**config.mk**
```make
export PLATFORM = sky130hd
export DESIGN_NAME = alu_32bit_with_error_flags_core
export DESIGN_NICKNAME = d
export VERILOG_FILES = /design/src/rtl/core/alu32_pkg.sv /design/src/rtl/core/alu_32bit_with_error_flags_core.sv
export SDC_FILE = /design/constraint.sdc
export NUM_CORES = 1
export LEC_CHECK = 0
export ABC_AREA = 1
export BUFFER_PORTS_ARGS = -buffer_cell sky130_fd_sc_hd__buf_2
export CAP_MARGIN = 20
export CORE_MARGIN = 4
export CORE_UTILIZATION = 45
export CTS_BUF_LIST = sky130_fd_sc_hd__clkbuf_8
export CTS_CLUSTER_SIZE = 30
export DETAILED_ROUTE_END_ITERATION = 6
export GPL_TIMING_DRIVEN = 0
export PLACE_DENSITY = 0.64
export SLEW_MARGIN = 25
export SYNTH_ARGS = -nofsm -noshare
export SYNTH_HDL_FRONTEND = slang
export SYNTH_SLANG_ARGS = --single-unit
```
**constraint.sdc**
```tcl
create_clock -name clk -period 9.6 [get_ports clk]
set_input_delay 1.92 -clock clk [delete_from_list [all_inputs] [get_ports clk]]
set_output_delay 1.92 -clock clk [all_outputs]
set_load 0.01 [all_outputs]
```
**src/rtl/core/alu32_pkg.sv**
```systemverilog
// ----------------------------------------------------------------------------
// alu32_pkg
// Opcodes, status codes and stage payload types of the 32-bit ALU.
// ----------------------------------------------------------------------------
package alu32_pkg;

  localparam int unsigned DataWidth  = 32;
  localparam int unsigned OpWidth    = 4;
  localparam int unsigned ShiftWidth = 6;

  // opcodes
  localparam logic [OpWidth-1:0] OP_ADD  = 4'd0;
  localparam logic [OpWidth-1:0] OP_SUB  = 4'd1;
  localparam logic [OpWidth-1:0] OP_SHR  = 4'd2;
  localparam logic [OpWidth-1:0] OP_SHL  = 4'd3;
  localparam logic [OpWidth-1:0] OP_AND  = 4'd4;
  localparam logic [OpWidth-1:0] OP_OR   = 4'd5;
  localparam logic [OpWidth-1:0] OP_NOT  = 4'd6;
  localparam logic [OpWidth-1:0] OP_XOR  = 4'd7;
  localparam logic [OpWidth-1:0] OP_NAND = 4'd8;
  localparam logic [OpWidth-1:0] OP_NOR  = 4'd9;
  localparam logic [OpWidth-1:0] OP_XNOR = 4'd10;
  localparam logic [OpWidth-1:0] OP_INC  = 4'd11;
  localparam logic [OpWidth-1:0] OP_DEC  = 4'd12;

  // status codes
  typedef enum logic [2:0] {
    ST_OK        = 3'd0,
    ST_OVERFLOW  = 3'd1,
    ST_UNDERFLOW = 3'd2,
    ST_BAD_SHIFT = 3'd3,
    ST_BAD_OP    = 3'd4
  } status_t;

  // first stage: operands prepared for the shared adder, logic value done
  typedef struct packed {
    logic [OpWidth-1:0]    op;
    logic [DataWidth-1:0]  a;
    logic [DataWidth-1:0]  addend;
    logic                  carry_in;
    logic [DataWidth-1:0]  logic_val;
    logic [ShiftWidth-1:0] sh;
  } prep_t;

  // second stage: raw value and status
  typedef struct packed {
    logic [DataWidth-1:0] val;
    status_t              status;
  } exec_t;

endpackage

```
**src/rtl/core/alu_32bit_with_error_flags_core.sv**
```systemverilog
// ----------------------------------------------------------------------------
// alu_32bit_with_error_flags_core
// Three-stage pipelined 32-bit ALU with a status code per operation.
// ----------------------------------------------------------------------------
// Usage:
//   Input channel in_valid / in_ready carries one operation per beat:
//   operation, operand_a, operand_b, shift_amount.
//   Output channel out_valid / out_ready carries result and status.
//   A beat is taken on a rising edge with valid and ready both high.
//   Throughput is one operation per cycle when not stalled; the stages are
//   operand prep and logic ops, then the 33-bit adder and the barrel
//   shifter, then the output register that zeroes the result on any
//   error status.
//   When the receiver holds out_ready low the stages fill one by one and
//   in_ready drops only when all three hold a beat; no beat is lost or
//   repeated. Each stage refills in the cycle its contents move on.
//   Synchronous reset empties the pipeline: out_valid goes low.
//   Status: 0 ok, 1 overflow, 2 underflow, 3 bad shift, 4 unknown opcode.
// ----------------------------------------------------------------------------
module alu_32bit_with_error_flags_core (
  input  logic        clk,
  input  logic        rst,
  input  logic        in_valid,
  output logic        in_ready,
  input  logic [3:0]  operation,
  input  logic [31:0] operand_a,
  input  logic [31:0] operand_b,
  input  logic [5:0]  shift_amount,
  output logic        out_valid,
  input  logic        out_ready,
  output logic [31:0] result,
  output logic [2:0]  status
);

  logic                    valid1;
  logic                    valid2;
  logic                    ready1;
  logic                    ready2;
  logic                    ready3;
  alu32_pkg::prep_t        prep;
  alu32_pkg::prep_t        prep_next;
  alu32_pkg::exec_t        exec;
  alu32_pkg::exec_t        exec_next;
  logic [alu32_pkg::DataWidth:0] sum;
  logic                    carry;
  logic [4:0]              shift_dist;

  // stage handshake: a stage loads when empty or when its beat moves on
  assign ready3   = !out_valid || out_ready;
  assign ready2   = !valid2 || ready3;
  assign ready1   = !valid1 || ready2;
  assign in_ready = ready1;

  // stage 1: adder operands and bitwise ops
  always_comb begin
    prep_next.op        = operation;
    prep_next.a         = operand_a;
    prep_next.sh        = shift_amount;
    prep_next.addend    = operand_b;
    prep_next.carry_in  = 1'b0;
    prep_next.logic_val = '0;
    case (operation)
      alu32_pkg::OP_SUB: begin
        prep_next.addend   = ~operand_b;
        prep_next.carry_in = 1'b1;
      end
      alu32_pkg::OP_INC: begin
        prep_next.addend   = '0;
        prep_next.carry_in = 1'b1;
      end
      alu32_pkg::OP_DEC: begin
        prep_next.addend = '1;
      end
      alu32_pkg::OP_AND:  prep_next.logic_val = operand_a & operand_b;
      alu32_pkg::OP_OR:   prep_next.logic_val = operand_a | operand_b;
      alu32_pkg::OP_NOT:  prep_next.logic_val = ~operand_a;
      alu32_pkg::OP_XOR:  prep_next.logic_val = operand_a ^ operand_b;
      alu32_pkg::OP_NAND: prep_next.logic_val = ~(operand_a & operand_b);
      alu32_pkg::OP_NOR:  prep_next.logic_val = ~(operand_a | operand_b);
      alu32_pkg::OP_XNOR: prep_next.logic_val = ~(operand_a ^ operand_b);
      default: begin
        prep_next.addend = operand_b;
      end
    endcase
  end

  always_ff @(posedge clk) begin
    if (rst) begin
      valid1 <= 1'b0;
    end else if (ready1) begin
      valid1 <= in_valid;
    end
    if (ready1 && in_valid) begin
      prep <= prep_next;
    end
  end

  // stage 2: shared adder, shifter and status
  assign sum        = {1'b0, prep.a} + {1'b0, prep.addend}
                    + {{alu32_pkg::DataWidth{1'b0}}, prep.carry_in};
  assign carry      = sum[alu32_pkg::DataWidth];
  assign shift_dist = prep.sh[4:0];

  always_comb begin
    exec_next.val    = '0;
    exec_next.status = alu32_pkg::ST_OK;
    case (prep.op)
      alu32_pkg::OP_ADD, alu32_pkg::OP_INC: begin
        exec_next.val = sum[alu32_pkg::DataWidth-1:0];
        if (carry) exec_next.status = alu32_pkg::ST_OVERFLOW;
      end
      alu32_pkg::OP_SUB, alu32_pkg::OP_DEC: begin
        exec_next.val = sum[alu32_pkg::DataWidth-1:0];
        if (!carry) exec_next.status = alu32_pkg::ST_UNDERFLOW;
      end
      alu32_pkg::OP_SHR: begin
        exec_next.val = prep.a >> shift_dist;
        if (prep.sh[5]) begin
          exec_next.status = alu32_pkg::ST_BAD_SHIFT;
        end else if (shift_dist != 5'd0 && prep.a[alu32_pkg::DataWidth-1]) begin
          exec_next.status = alu32_pkg::ST_OVERFLOW;
        end
      end
      alu32_pkg::OP_SHL: begin
        exec_next.val = prep.a << shift_dist;
        if (prep.sh[5]) begin
          exec_next.status = alu32_pkg::ST_BAD_SHIFT;
        end else if (shift_dist != 5'd0 && prep.a[0]) begin
          exec_next.status = alu32_pkg::ST_OVERFLOW;
        end
      end
      alu32_pkg::OP_AND, alu32_pkg::OP_OR, alu32_pkg::OP_NOT,
      alu32_pkg::OP_XOR, alu32_pkg::OP_NAND, alu32_pkg::OP_NOR,
      alu32_pkg::OP_XNOR: begin
        exec_next.val = prep.logic_val;
      end
      default: begin
        exec_next.status = alu32_pkg::ST_BAD_OP;
      end
    endcase
  end

  always_ff @(posedge clk) begin
    if (rst) begin
      valid2 <= 1'b0;
    end else if (ready2) begin
      valid2 <= valid1;
    end
    if (ready2 && valid1) begin
      exec <= exec_next;
    end
  end

  // stage 3: output register, result forced to zero on error
  always_ff @(posedge clk) begin
    if (rst) begin
      out_valid <= 1'b0;
    end else if (ready3) begin
      out_valid <= valid2;
    end
    if (ready3 && valid2) begin
      result <= (exec.status == alu32_pkg::ST_OK) ? exec.val : '0;
      status <= exec.status;
    end
  end

`ifndef SYNTH
  // an error status never carries a nonzero result
  assert property (@(posedge clk) disable iff (rst)
    out_valid && status != alu32_pkg::ST_OK |-> result == '0)
    else $error("error beat with nonzero result");

  // input backpressure only when every stage holds a beat
  assert property (@(posedge clk) disable iff (rst)
    !in_ready |-> valid1 && valid2 && out_valid)
    else $error("input stalled with a free stage");

  // reset empties the pipeline
  assert property (@(posedge clk)
    rst |=> !out_valid && !valid1 && !valid2)
    else $error("pipeline not empty after reset");

  // a beat in stage 2 that is blocked stays there unchanged
  assert property (@(posedge clk) disable iff (rst)
    valid2 && !ready3 |=> valid2 && $stable(exec))
    else $error("stage 2 beat lost under stall");
`endif

endmodule

```
==> summary.log <==
qor: status.outcome finished, final reports clean
qor: grt.grt_start_max_net_pins 57
qor: logic_synthesis.synth_nets 2214
qor: power_and_ir_drop.power.share.combinational 0.291
qor: timing.worst_slew_pin_slew 0.8246 ns
qor: clock_network.clockBufferDepth 2
qor: worst_setup_path.critPathBufInv 3
qor: logic_synthesis.syn-instance-count 2039
qor: clock_network.cts_tree yes
qor: worst_setup_path.crit_path_arrival_time 2.58 ns
qor: power_and_ir_drop.relative_contribution_of_the_clock_network_to_total_power 0.252
qor: timing.max_slew_margin 0.4503
qor: timing.setup_tns 0 ns
qor: clock_network.path_clk_slew 0.10 ns
qor: worst_setup_path.worst_path_dominant_cell_family buffers and inverters
qor: timing.share_of_the_clock_period_used_by_the_worst_path_after_layout 0.4685
qor: cells_and_area.antenna-diode-count 0
qor: clock_network.holdBufCountCts 0
qor: logic_synthesis.synth-warning-count 0
qor: timing.max_freq 222.3 MHz
qor: hold_path.hp-class flop to flop
qor: placed_design.dpl_cell_area 15960 µm²
qor: floorplan.boundaryPins 115
qor: worst_setup_path.worstSetupStartpoint out_ready
qor: logic_synthesis.synth.area.top_cells sky130_fd_sc_hd__edfxtp_1, sky130_fd_sc_hd__nand2_1, sky130_fd_sc_hd__nand3_1, sky130_fd_sc_hd__ha_1, sky130_fd_sc_hd__inv_1
qor: logic_synthesis.synth_edf_count 177
qor: floorplan.horizontal_extent_of_the_die 189.1 µm
qor: worst_setup_path.critPathCaptureType output pin
qor: cells_and_area.post_route_cells_drive_above_1_share 0.1166
qor: placed_design.numPortBuffers 114
qor: cells_and_area.final_area 16330 µm²
qor: detailed_routing.drt_drc 0
qor: grt.initial_antenna_violation_count 1
qor: worst_setup_path.timing.critical_path.from_type input pin
qor: grt.grt_overflow_total 0
qor: timing.final_hold_violation_count 0
qor: run.drv.max_cap_violation_count 0
qor: floorplan.die_height 189.1 µm
qor: clock_network.cts_setup_buffers 0
qor: logic_synthesis.mappedNetlistArea 14760 µm²
qor: detailed_routing.route.final.wire_length 66290 µm
qor: worst_setup_path.worstSetupPathDepth 6
qor: worst_setup_path.worstPathRequired 7.68 ns
qor: clock_network.cts-resized-gates 0
qor: floorplan.floorplan.die_area 35760 µm²
qor: worst_setup_path.critical_path.max_fanout 3
qor: logic_synthesis.post-synth-top-area-cell sky130_fd_sc_hd__edfxtp_1
qor: logic_synthesis.yosys_most_used_dff sky130_fd_sc_hd__edfxtp_1
qor: power_and_ir_drop.vdd.ir_drop.worst 0.08244 mV
qor: power_and_ir_drop.pwr_density 129.2 nW/µm²
qor: power_and_ir_drop.power.sequential.fraction 0.457
qor: logic_synthesis.synthArstFlopShare 0
qor: grt.first_global_vias 14.54k
qor: floorplan.placementRows 66
qor: detailed_routing.detailed_routing_iterations_pass_1 6
qor: logic_synthesis.post-synth-top-count-cell sky130_fd_sc_hd__nand2_1
qor: timing.maxSlewViolCount 0
qor: detailed_routing.routed-via-count 15.82k
qor: grt.gr-usage-all-layers 0.3616
qor: detailed_routing.remaining_antenna_violation_count_after_routing 0
qor: placed_design.dp.final_hpwl 52770 µm
qor: cells_and_area.area_growth 10.64%
qor: floorplan.floorplan.core_area 32450 µm²
qor: logic_synthesis.synth_common_cells sky130_fd_sc_hd__nand2_1, sky130_fd_sc_hd__nand3_1, sky130_fd_sc_hd__inv_1
qor: logic_synthesis.ys_seq_elements 180
qor: cells_and_area.post_route_core_utilization 0.5032
qor: clock_network.clock_insertion_delay_worst_skew 0.53 ns
qor: worst_setup_path.timing_worst_setup_path_type input pin to output pin
qor: power_and_ir_drop.switching_share 0.3876
qor: worst_setup_path.rrSetupSlack 6.23 ns
qor: worst_setup_path.cpPeakStageDelay 0.15 ns
qor: detailed_routing.first_iter_violations 1963
qor: logic_synthesis.ys_seq_area_frac 0.3641
qor: floorplan.floorplan.initialDensity 0.4549
qor: power_and_ir_drop.cell_internal_pwr 1.292 mW
qor: cells_and_area.final_nets 2349
qor: logic_synthesis.yosys.area.top_type_share 0.3601
qor: worst_setup_path.rr_worst_depth 9
qor: worst_setup_path.rr_startpoint prep[71]
qor: placed_design.routability_congestion 1.035
qor: detailed_routing.avgRoutedWirePerCell 25.21 µm
qor: clock_network.cts.root.buffer_cell sky130_fd_sc_hd__clkbuf_8
qor: detailed_routing.vias_per_cell 6.016
qor: worst_setup_path.regToRegEndpoint exec[11]
qor: clock_network.cts-buffers-inserted 17
qor: logic_synthesis.syn-mean-instance-area 7.240 µm²
qor: power_and_ir_drop.power_leakage 7.869 nW
qor: power_and_ir_drop.total_switching_power 0.8177 mW
qor: clock_network.htree_num_levels 4
qor: worst_setup_path.timing.critical_path.cells buf_2, inv_1, nand2_1, nor2_1, nand2_1, buf_2
qor: grt.global_route_wire_length_before_repair 94700 µm
qor: clock_network.cts_sinks 180
qor: timing.finalWorstPathRequiredPeriod 4.498 ns
qor: timing.finClkSkew 0.04110 ns
qor: timing.rsz0062_at_grt no
qor: logic_synthesis.ys_types 53
qor: worst_setup_path.critical-path-slowest-cell sky130_fd_sc_hd__buf_2
qor: worst_setup_path.critical_path.endpoint in_ready
qor: timing.finalSetupViolations 0
==> logic make-up after synthesis <==
logic type,synth area share
AOI/OAI and AO/OA,0.1144
xor gates and xnor gates,0.002374
adders and majority gates,0.08323
buffers and inverters,0.1001
DFF,0.3641
muxes,0.0006781
and+or+nand+nor,0.3351
==> power by group through the flow <==
| stage | clock (mW) | combinational [mW] | sequential [mW] |
|---|---|---|---|
| finish | 0.531 | 0.615 | 0.964 |
| global placement | 0 | 0.580 | 0.982 |
| global route | 0.564 | 0.663 | 0.964 |
| CTS | 0.530 | 0.591 | 0.961 |
| detailed placement | 0 | 0.588 | 0.979 |
| floorplan | 0 | 0.369 | 0.957 |
==> layer usage <==
layer,global-route usage,part of all wire,vias to the layer above
met2,0.5246,0.41,1072
met3,0.09642,0.13,156
met5,0,0,-
li1,-,-,7173
met4,0.1768,0.062,0
met1,0.5005,0.40,7416
==> area by class of cell <==
class                   instances  area, µm²
clock buffers                  17      234.0
multi-input cells            1508       7920
clock inverters                15      141.4
inverters                     264       1003
plain buffers                  87      479.2
well taps                     442      553.0
repair buffers                116      625.6
fillers                      3279      16120
flip-flops and latches        180       5375
==> registers in the layout (all words and copies together) (netlist names) <==
name	count
exec	35
status	3
valid1	1
valid2	1
prep	107
out_valid	1
result	32
==> metrics by stage <==
step | hold WS, ns | instances | setup slack (ns) | power, mW
detailed placement | 0.4316 | 2597 | 5.100 | 1.567
global placement | 0.4254 | 2595 | 3.702 | 1.562
finish | 0.4528 | 2629 | 5.102 | 2.110
CTS | 0.4573 | 2629 | 5.098 | 2.081
floorplan | 0.4174 | 2039 | 4.780 | 1.326
global route | 0.4727 | 2629 | 5.018 | 2.191
==> worst min path at each step <==
stage                      endpoint  startpoint  cells past startpoint
after floorplan           status[2]     exec[2]                      0
after global placement    status[2]     exec[2]                      0
after detailed placement  status[0]     exec[0]                      0
after CTS                 status[0]     exec[0]                      0
after global routing      status[0]     exec[0]                      0
final                     status[0]     exec[0]                      0
==> placed cells by master, fill, tap and decap left out, drive strengths merged, types with 2 or more instances in the layout <==
| cell | synthesis | routed |
|---|---|---|
| o2111ai | 7 | 7 |
| nand4 | 16 | 16 |
| clkinvlp | 0 | 2 |
| dfxtp | 3 | 3 |
| clkinv | 1 | 7 |
| inv | 263 | 270 |
| a22oi | 5 | 5 |
| or2 | 7 | 7 |
| and2 | 9 | 9 |
| a21o | 2 | 2 |
| a21oi | 60 | 60 |
| nand2 | 533 | 533 |
| o211ai | 19 | 19 |
| nor2 | 170 | 170 |
| clkbuf | 25 | 42 |
| nand3 | 382 | 382 |
| nand3b | 5 | 5 |
| o21ai | 92 | 92 |
| ha | 95 | 95 |
| o21a | 2 | 2 |
| nor3 | 6 | 6 |
| fa | 2 | 2 |
| xnor2 | 3 | 3 |
| o21bai | 34 | 34 |
| buf | 62 | 178 |
| edfxtp | 177 | 177 |
| a211oi | 7 | 7 |
| a221oi | 11 | 11 |
| o22ai | 33 | 33 |
No activity file was read; power rests on OpenSTA's default activity.
